`src/svaw_pkg.sv`:
```
// Shared types and constants for the smoothed value with angle wrap block.
`default_nettype none

package svaw_pkg;

  // Width of every value, Q(32-F).F signed.
  localparam int DATA_W = 32;

  // Default number of fraction bits; one full turn is 1 << FRACTION_BITS.
  localparam int FRACTION_BITS_DEFAULT = 16;

  // Item opcodes.
  typedef enum logic [1:0] {
    MODE_FORCE   = 2'd0,
    MODE_SET     = 2'd1,
    MODE_LINEAR  = 2'd2,
    MODE_ANGULAR = 2'd3
  } mode_e;

endpackage : svaw_pkg

`default_nettype wire

```
`src/svaw_step.sv`:
```
// One smoothing step: linear, or along the shorter arc with wrap into one turn.
`default_nettype none

module svaw_step import svaw_pkg::*; #(
  parameter int FracBits = FRACTION_BITS_DEFAULT
) (
  input  var mode_e                    mode_i,
  input  var logic signed [DATA_W-1:0] smoothed_i,
  input  var logic signed [DATA_W-1:0] target_i,
  input  var logic        [FracBits:0] amount_i,
  output var logic signed [DATA_W-1:0] smoothed_o
);

  localparam int DiffW = DATA_W + 1;
  localparam int AmtW  = FracBits + 1;
  localparam int ProdW = DiffW + AmtW + 1;
  localparam int AngW  = FracBits + 3;
  localparam int HalfTurn = 1 << (FracBits - 1);
  localparam int OneTurn  = 1 << FracBits;
  localparam logic signed [AngW-1:0] HALF_POS = AngW'(HalfTurn);
  localparam logic signed [AngW-1:0] HALF_NEG = -HALF_POS;
  localparam logic signed [AngW-1:0] ONE_TURN = AngW'(OneTurn);

  logic signed [FracBits:0]  s_rem;
  logic signed [FracBits:0]  t_rem;
  logic signed [AngW-1:0]    s_ang;
  logic signed [AngW-1:0]    t_ang;
  logic signed [AngW-1:0]    d_ang;
  logic signed [AngW-1:0]    d_wrap;
  logic signed [AngW-1:0]    s_wrap;
  logic                      near;
  logic                      wrap;
  logic signed [DiffW-1:0]   diff;
  logic signed [DiffW-1:0]   base;
  logic signed [ProdW-1:0]   prod;
  logic signed [ProdW-1:0]   prod_sh;
  logic signed [DiffW-1:0]   step;
  logic signed [DiffW:0]     sum;

  // Truncating remainder by one turn: keeps the sign of the dividend.
  assign s_rem = (smoothed_i[DATA_W-1] && (|smoothed_i[FracBits-1:0]))
               ? $signed({1'b1, smoothed_i[FracBits-1:0]})
               : $signed({1'b0, smoothed_i[FracBits-1:0]});
  assign t_rem = (target_i[DATA_W-1] && (|target_i[FracBits-1:0]))
               ? $signed({1'b1, target_i[FracBits-1:0]})
               : $signed({1'b0, target_i[FracBits-1:0]});

  assign s_ang = AngW'(s_rem);
  assign t_ang = AngW'(t_rem);
  assign d_ang = t_ang - s_ang;
  assign near  = (d_ang > HALF_NEG) && (d_ang < HALF_POS);

  // Far apart: lift the smaller end by one turn.
  always_comb begin
    if (t_ang > s_ang) begin
      s_wrap = s_ang + ONE_TURN;
      d_wrap = d_ang - ONE_TURN;
    end else begin
      s_wrap = s_ang;
      d_wrap = d_ang + ONE_TURN;
    end
  end

  // Operand select for the shared multiplier.
  always_comb begin
    wrap = 1'b0;
    case (mode_i)
      MODE_ANGULAR: begin
        if (near) begin
          diff = DiffW'(d_ang);
          base = DiffW'(s_ang);
        end else begin
          diff = DiffW'(d_wrap);
          base = DiffW'(s_wrap);
          wrap = 1'b1;
        end
      end
      default: begin
        diff = DiffW'(target_i) - DiffW'(smoothed_i);
        base = DiffW'(smoothed_i);
      end
    endcase
  end

  // floor(diff * a / 2^F); |step| <= |diff| so it fits diff's width.
  assign prod    = ProdW'(diff) * ProdW'($signed({1'b0, amount_i}));
  assign prod_sh = prod >>> FracBits;
  assign step    = $signed(prod_sh[DiffW-1:0]);
  assign sum     = (DiffW + 1)'(base) + (DiffW + 1)'(step);

  // Wrapped sum is reduced modulo one turn: the low fraction bits give 0..1 turn.
  assign smoothed_o = wrap ? $signed(DATA_W'(sum[FracBits-1:0]))
                           : $signed(sum[DATA_W-1:0]);

endmodule : svaw_step

`default_nettype wire

```
`src/smoothed_value_with_angle_wrap_core.sv`:
```
// Top level: smoothed value tracker with linear and angle-wrapped steps.
//
// Keeps a target, a smoothed value and a first-set flag in signed fixed point
// with FRACTION_BITS fraction bits; angles count one full turn as 1.0. Each
// transfer carries a mode: force both values (clears the first-set flag), set
// the target (the first set after a force also snaps the smoothed value),
// step the smoothed value linearly toward the target, or step it along the
// shorter arc, wrapping into 0..1 turn when it crosses the seam. The step
// fraction is clamped to 0..1.0 and the step is floor((e - v) * a / 2^F).
// Every input transfer yields one output transfer carrying both values after
// that item. Throughput is one item per clock while the output is not stalled.
// The input register loads at the input transfer edge; one pass through the
// single multiplier and adders then loads the state registers, which also
// serve as the output register, once the output slot is free. The state
// registers close the state loop, so consecutive items see each other's
// result with no bubble.
`default_nettype none

module smoothed_value_with_angle_wrap_core import svaw_pkg::*; #(
  parameter int FRACTION_BITS = FRACTION_BITS_DEFAULT
) (
  input  var logic                     clk_i,
  input  var logic                     rst_ni,
  // input channel
  input  var logic                     in_valid_i,
  output var logic                     in_stall_o,
  input  var logic [1:0]               mode_i,
  input  var logic signed [DATA_W-1:0] new_value_i,
  input  var logic signed [DATA_W-1:0] amount_i,
  // output channel
  output var logic                     out_valid_o,
  input  var logic                     out_stall_i,
  output var logic signed [DATA_W-1:0] smoothed_value_o,
  output var logic signed [DATA_W-1:0] target_value_o
);

  localparam int OneTurn = 1 << FRACTION_BITS;
  localparam logic [DATA_W-1:0] ONE_TURN_W = DATA_W'(OneTurn);

  // Input register (payload, no reset)
  logic                     s1_valid_q, s1_valid_d;
  mode_e                    s1_mode_q;
  logic signed [DATA_W-1:0] s1_value_q;
  logic [FRACTION_BITS:0]   s1_amount_q;

  // Block state; it doubles as the result register.
  logic signed [DATA_W-1:0] target_q, target_d;
  logic signed [DATA_W-1:0] smoothed_q, smoothed_d;
  logic                     first_set_q, first_set_d;
  logic                     out_valid_q, out_valid_d;

  logic                     out_free;
  logic                     s1_adv;
  logic                     in_xfer;
  logic [FRACTION_BITS:0]   amount_clamp;
  logic signed [DATA_W-1:0] step_value;

  // Output slot frees when empty or when its transfer completes this edge.
  // State only moves when the slot frees, so it always matches what's shown.
  assign out_free   = !out_valid_q || !out_stall_i;
  assign s1_adv     = s1_valid_q && out_free;
  assign in_stall_o = s1_valid_q && !out_free;
  assign in_xfer    = in_valid_i && !in_stall_o;

  // Clamp the step fraction to 0..one turn before registering it.
  always_comb begin
    if (amount_i[DATA_W-1]) begin
      amount_clamp = '0;
    end else if ($unsigned(amount_i) > ONE_TURN_W) begin
      amount_clamp = ONE_TURN_W[FRACTION_BITS:0];
    end else begin
      amount_clamp = amount_i[FRACTION_BITS:0];
    end
  end

  always_ff @(posedge clk_i) begin
    if (in_xfer) begin
      s1_mode_q   <= mode_e'(mode_i);
      s1_value_q  <= new_value_i;
      s1_amount_q <= amount_clamp;
    end
  end

  svaw_step #(
    .FracBits (FRACTION_BITS)
  ) u_step (
    .mode_i     (s1_mode_q),
    .smoothed_i (smoothed_q),
    .target_i   (target_q),
    .amount_i   (s1_amount_q),
    .smoothed_o (step_value)
  );

  always_comb begin
    s1_valid_d  = s1_valid_q;
    out_valid_d = out_valid_q;
    target_d    = target_q;
    smoothed_d  = smoothed_q;
    first_set_d = first_set_q;

    if (in_xfer) begin
      s1_valid_d = 1'b1;
    end else if (s1_adv) begin
      s1_valid_d = 1'b0;
    end

    if (s1_adv) begin
      out_valid_d = 1'b1;
      case (s1_mode_q)
        MODE_FORCE: begin
          target_d    = s1_value_q;
          smoothed_d  = s1_value_q;
          first_set_d = 1'b0;
        end
        MODE_SET: begin
          target_d = s1_value_q;
          if (!first_set_q) begin
            first_set_d = 1'b1;
            smoothed_d  = s1_value_q;
          end
        end
        MODE_LINEAR,
        MODE_ANGULAR: begin
          smoothed_d = step_value;
        end
        default: begin
          smoothed_d = step_value;
        end
      endcase
    end else if (!out_stall_i) begin
      out_valid_d = 1'b0;
    end
  end

  always_ff @(posedge clk_i or negedge rst_ni) begin
    if (!rst_ni) begin
      s1_valid_q  <= 1'b0;
      out_valid_q <= 1'b0;
      target_q    <= '0;
      smoothed_q  <= '0;
      first_set_q <= 1'b0;
    end else begin
      s1_valid_q  <= s1_valid_d;
      out_valid_q <= out_valid_d;
      target_q    <= target_d;
      smoothed_q  <= smoothed_d;
      first_set_q <= first_set_d;
    end
  end

  assign out_valid_o      = out_valid_q;
  assign smoothed_value_o = smoothed_q;
  assign target_value_o   = target_q;

endmodule : smoothed_value_with_angle_wrap_core

`default_nettype wire
```
`config.mk`:
```
export PLATFORM = sky130hd
export DESIGN_NAME = smoothed_value_with_angle_wrap_core
export DESIGN_NICKNAME = d
export VERILOG_FILES = /design/src/svaw_pkg.sv /design/src/svaw_step.sv /design/src/smoothed_value_with_angle_wrap_core.sv
export SDC_FILE = /design/constraint.sdc
export NUM_CORES = 2
export LEC_CHECK = 0
export BUFFER_PORTS_ARGS = -buffer_cell sky130_fd_sc_hd__buf_2
export CAP_MARGIN = 5
export CORE_MARGIN = 4
export CORE_UTILIZATION = 55
export CTS_BUF_LIST = sky130_fd_sc_hd__clkbuf_16
export CTS_CLUSTER_DIAMETER = 40
export DETAILED_ROUTE_END_ITERATION = 12
export PLACE_DENSITY = 0.79
export SETUP_SLACK_MARGIN = 0.02
export SLEW_MARGIN = 40
export SYNTH_ARGS = -nofsm -noshare
export SYNTH_HDL_FRONTEND = slang
export SYNTH_HIERARCHICAL = 1
export SYNTH_SLANG_ARGS = --single-unit
```
`constraint.sdc`:
```
create_clock -name clk_i -period 13.5 [get_ports clk_i]
set_input_delay 0.675 -clock clk_i [delete_from_list [all_inputs] [get_ports clk_i]]
set_output_delay 0.675 -clock clk_i [all_outputs]
set_load 0.005 [all_outputs]
```
==> impl_metrics.tcl <==
set metrics [dict create \
    yosys-top-cells-count "695 x inv_1, 516 x fa_1, 330 x nand2_1" \
    io_buffers 135 \
    rr_endpoint "smoothed_value_o[31]" \
    period_share 0.9559 \
    crit_path_start_kind "flop" \
    core_sq_um 47850 \
    dp.cells 3667 \
    slowest_delay_ns 0.60 \
    ys.flop_type "dfrtp_1" \
    track_usage 0.2841 \
    clkSinkCount 118 \
    drt-pass1-iter-count 8 \
    clk_latency_ns 0.44 \
    netlist_area_sq_um 26660 \
    netlist-cell-type-count 76 \
    slew-limit-headroom 0.4207 \
    postCtsHoldBufs 0 \
    cts_tree "yes" \
    path_buf_inv 6 \
    cts_inserted_buffers 17 \
    setup-tns-final_ns 0 \
    grt_pass1_wl_microns 119200 \
    crit_path_top_delay_cell "or4_1" \
    reg2reg_depth 52 \
    ys_seq_area_frac 0.1203 \
    diodes 0 \
    drive_gt1_frac 0.1012 \
    htree_levels 4 \
    yosysTopAreaCell "fa_1" \
    synth-edff-count 51 \
    synthCells 2956 \
    endpoint_kind "flop" \
    whs_ns 0.3610 \
    synthToLayoutAreaGrowth_pct 8.523 \
    routedWlPerCell_microns 19.60 \
    fmax_mhz 77.49 \
    rsz0062_at_grt "no" \
    crit_path_max_fanout 18 \
    r2r-start "smoothed_value_o[2]" \
    first_global_vias 23019 \
    synth_warnings 6 \
    ant_nets 0 \
    skew_ns 0.01284 \
    r2r_setup_slack_ns 0.60 \
    hp-class "in2async" \
    cts_buffer_depth 2 \
    die_area_sq_um 52060 \
    hold_violations 0 \
    cts_root_buffer "clkbuf_16" \
    crit_path_end "smoothed_value_o[31]" \
    cap_violations 0 \
    synth_area_per_cell_sq_um 9.019 \
    tightest_slew_ns 0.8555 \
    startpoint "smoothed_value_o[2]" \
    required_ns 13.79 \
    crit_family "compound AO/OA/AOI/OAI gates" \
    ys_ff_latch 118 \
    ios 136 \
    placed_cell_area_sq_um 28280 \
    antenna_found_initial 0 \
    finalNonFillerCells 3699 \
    gp_congestion 0.9282 \
    grt_start_max_net_pins 68 \
    synth.most_common_cell "inv_1" \
    vias_per_cell 5.642 \
    path_depth 52 \
    fillers 3970 \
    rows 80 \
    clk_pin_slew_ns 0.06 \
    hpwlAfterDp_microns 57310 \
    start_util 0.5572 \
    drt_wl_total_microns 72490 \
    synth_nets 3718 \
    post-route-min-period_ns 12.90 \
    dr_total_vias 20870 \
    synth_area_leaders "fa_1 39%, inv_1 9.8%, ha_1 8.3%" \
    synth-async-reset-ratio 0.5678 \
    crit_type "reg2reg" \
    final_area_sq_um 28930 \
    status "finished, final reports clean" \
    chipWidth_microns 228.2 \
    setup_viol 0 \
    nets 3833 \
    gr-total-overflow 0 \
    worstPathArrival_ns 13.19 \
    slew_viol_final 0 \
    first_iter_violations 1509 \
    drc 0 \
    die_h_microns 228.2 \
    yosys.area.top_type_share 0.3875 \
]
what timing repair did:
item | 4_1_cts | 5_1_grt
gates resized for setup | 0 | 7
setup buffers | 0 | 0
endpoints found under the setup margin | 0 | 3
placed cells by master (no fill, tap or decap), types with 4 or more instances in the layout:
cell type  count
clkbuf_16     17
inv_1        695
xnor2_1       68
o21a_1        10
o21ai_1        8
a21boi_1      10
and3_1        45
a22oi_1       16
a21oi_1       76
nand3_1       40
buf_2        135
and2_1       204
nand2b_1      25
nor2_1       104
mux2i_1       34
nand3b_1       4
edfxtp_1      51
ha_1         176
buf_4         76
and3_2         7
fa_1         516
a211oi_1       7
nor2b_1       27
or3_1          4
nand4_1       13
o21bai_1      11
a221oi_1       4
nor3_1        20
a31oi_1        4
dfrtp_1       67
inv_6          4
a21o_1        31
o31ai_1        5
xor2_1        33
mux2_2        34
nand2_1      330
o21ai_0       76
nor4_1        16
layout make-up:
cell class / instances / area [sq um] / area share
Clock inverter: 15 / 192.7 / 0.006660
Multi-Input combinational cell: 2023 / 20440 / 0.7066
Timing Repair Buffer: 213 / 1272 / 0.04398
Sequential cell: 118 / 3208 / 0.1109
Clock buffer: 17 / 425.4 / 0.01470
Tap cell: 615 / 769.5 / 0.02660
Inverter: 698 / 2620 / 0.09056
kinds of logic (layout without fill, tap and decap cells):
| kind of cell | after synthesis | count (layout) | share of synthesized area |
|---|---|---|---|
| and+or+nand+nor | 861 | 861 | 0.1613 |
| buffers and inverters | 815 | 943 | 0.1154 |
| adders and majority gates | 692 | 692 | 0.4701 |
| AOI/OAI and AO/OA | 299 | 299 | 0.07162 |
| DFF | 118 | 118 | 0.1203 |
| xor gates and xnor gates | 102 | 102 | 0.03379 |
| muxes | 69 | 69 | 0.02750 |
how the worst min path moves through the flow:
stage                         from                  to  slack (ns)  cells past startpoint
floorplan                   rst_ni         first_set_q        0.38                      0
global placement     s1_value_q[8]   target_value_o[8]        0.49                      1
detailed placement  s1_value_q[25]  target_value_o[25]        0.50                      1
finish                      rst_ni  target_value_o[22]        0.36                      2
CTS                         rst_ni  target_value_o[22]        0.37                      2
global route        new_value_i[4]       s1_value_q[4]        0.39                      1
per-stage QoR:
stage          setup slack (ns)  utilization
2_1_floorplan             1.801            -
3_3_place_gp             0.7212       0.5905
3_5_place_dp             0.5631       0.5912
4_1_cts                  0.4578       0.6041
5_1_grt                 0.06028       0.6047
6_report                 0.5951       0.6047
layer usage:
layer,share of wire,wire [microns],up-vias,track usage
met5,0,0,-,0
met3,0.078,5687,213,0.05576
met4,0.044,3198,0,0.1175
li1,-,-,9233,-
met1,0.38,27810,10491,0.3547
met2,0.49,35800,933,0.4867
sequential cells by signal (all words and copies together) (netlist names):
register          flops
s1_value_q           32
first_set_q           1
s1_mode_q             2
s1_valid_q            1
target_value_o       32
smoothed_value_o     32
out_valid_o           1
s1_amount_q          17
Power is not shown: default switching activity piles up to over one toggle a cycle in this logic, so the estimate is an artifact.
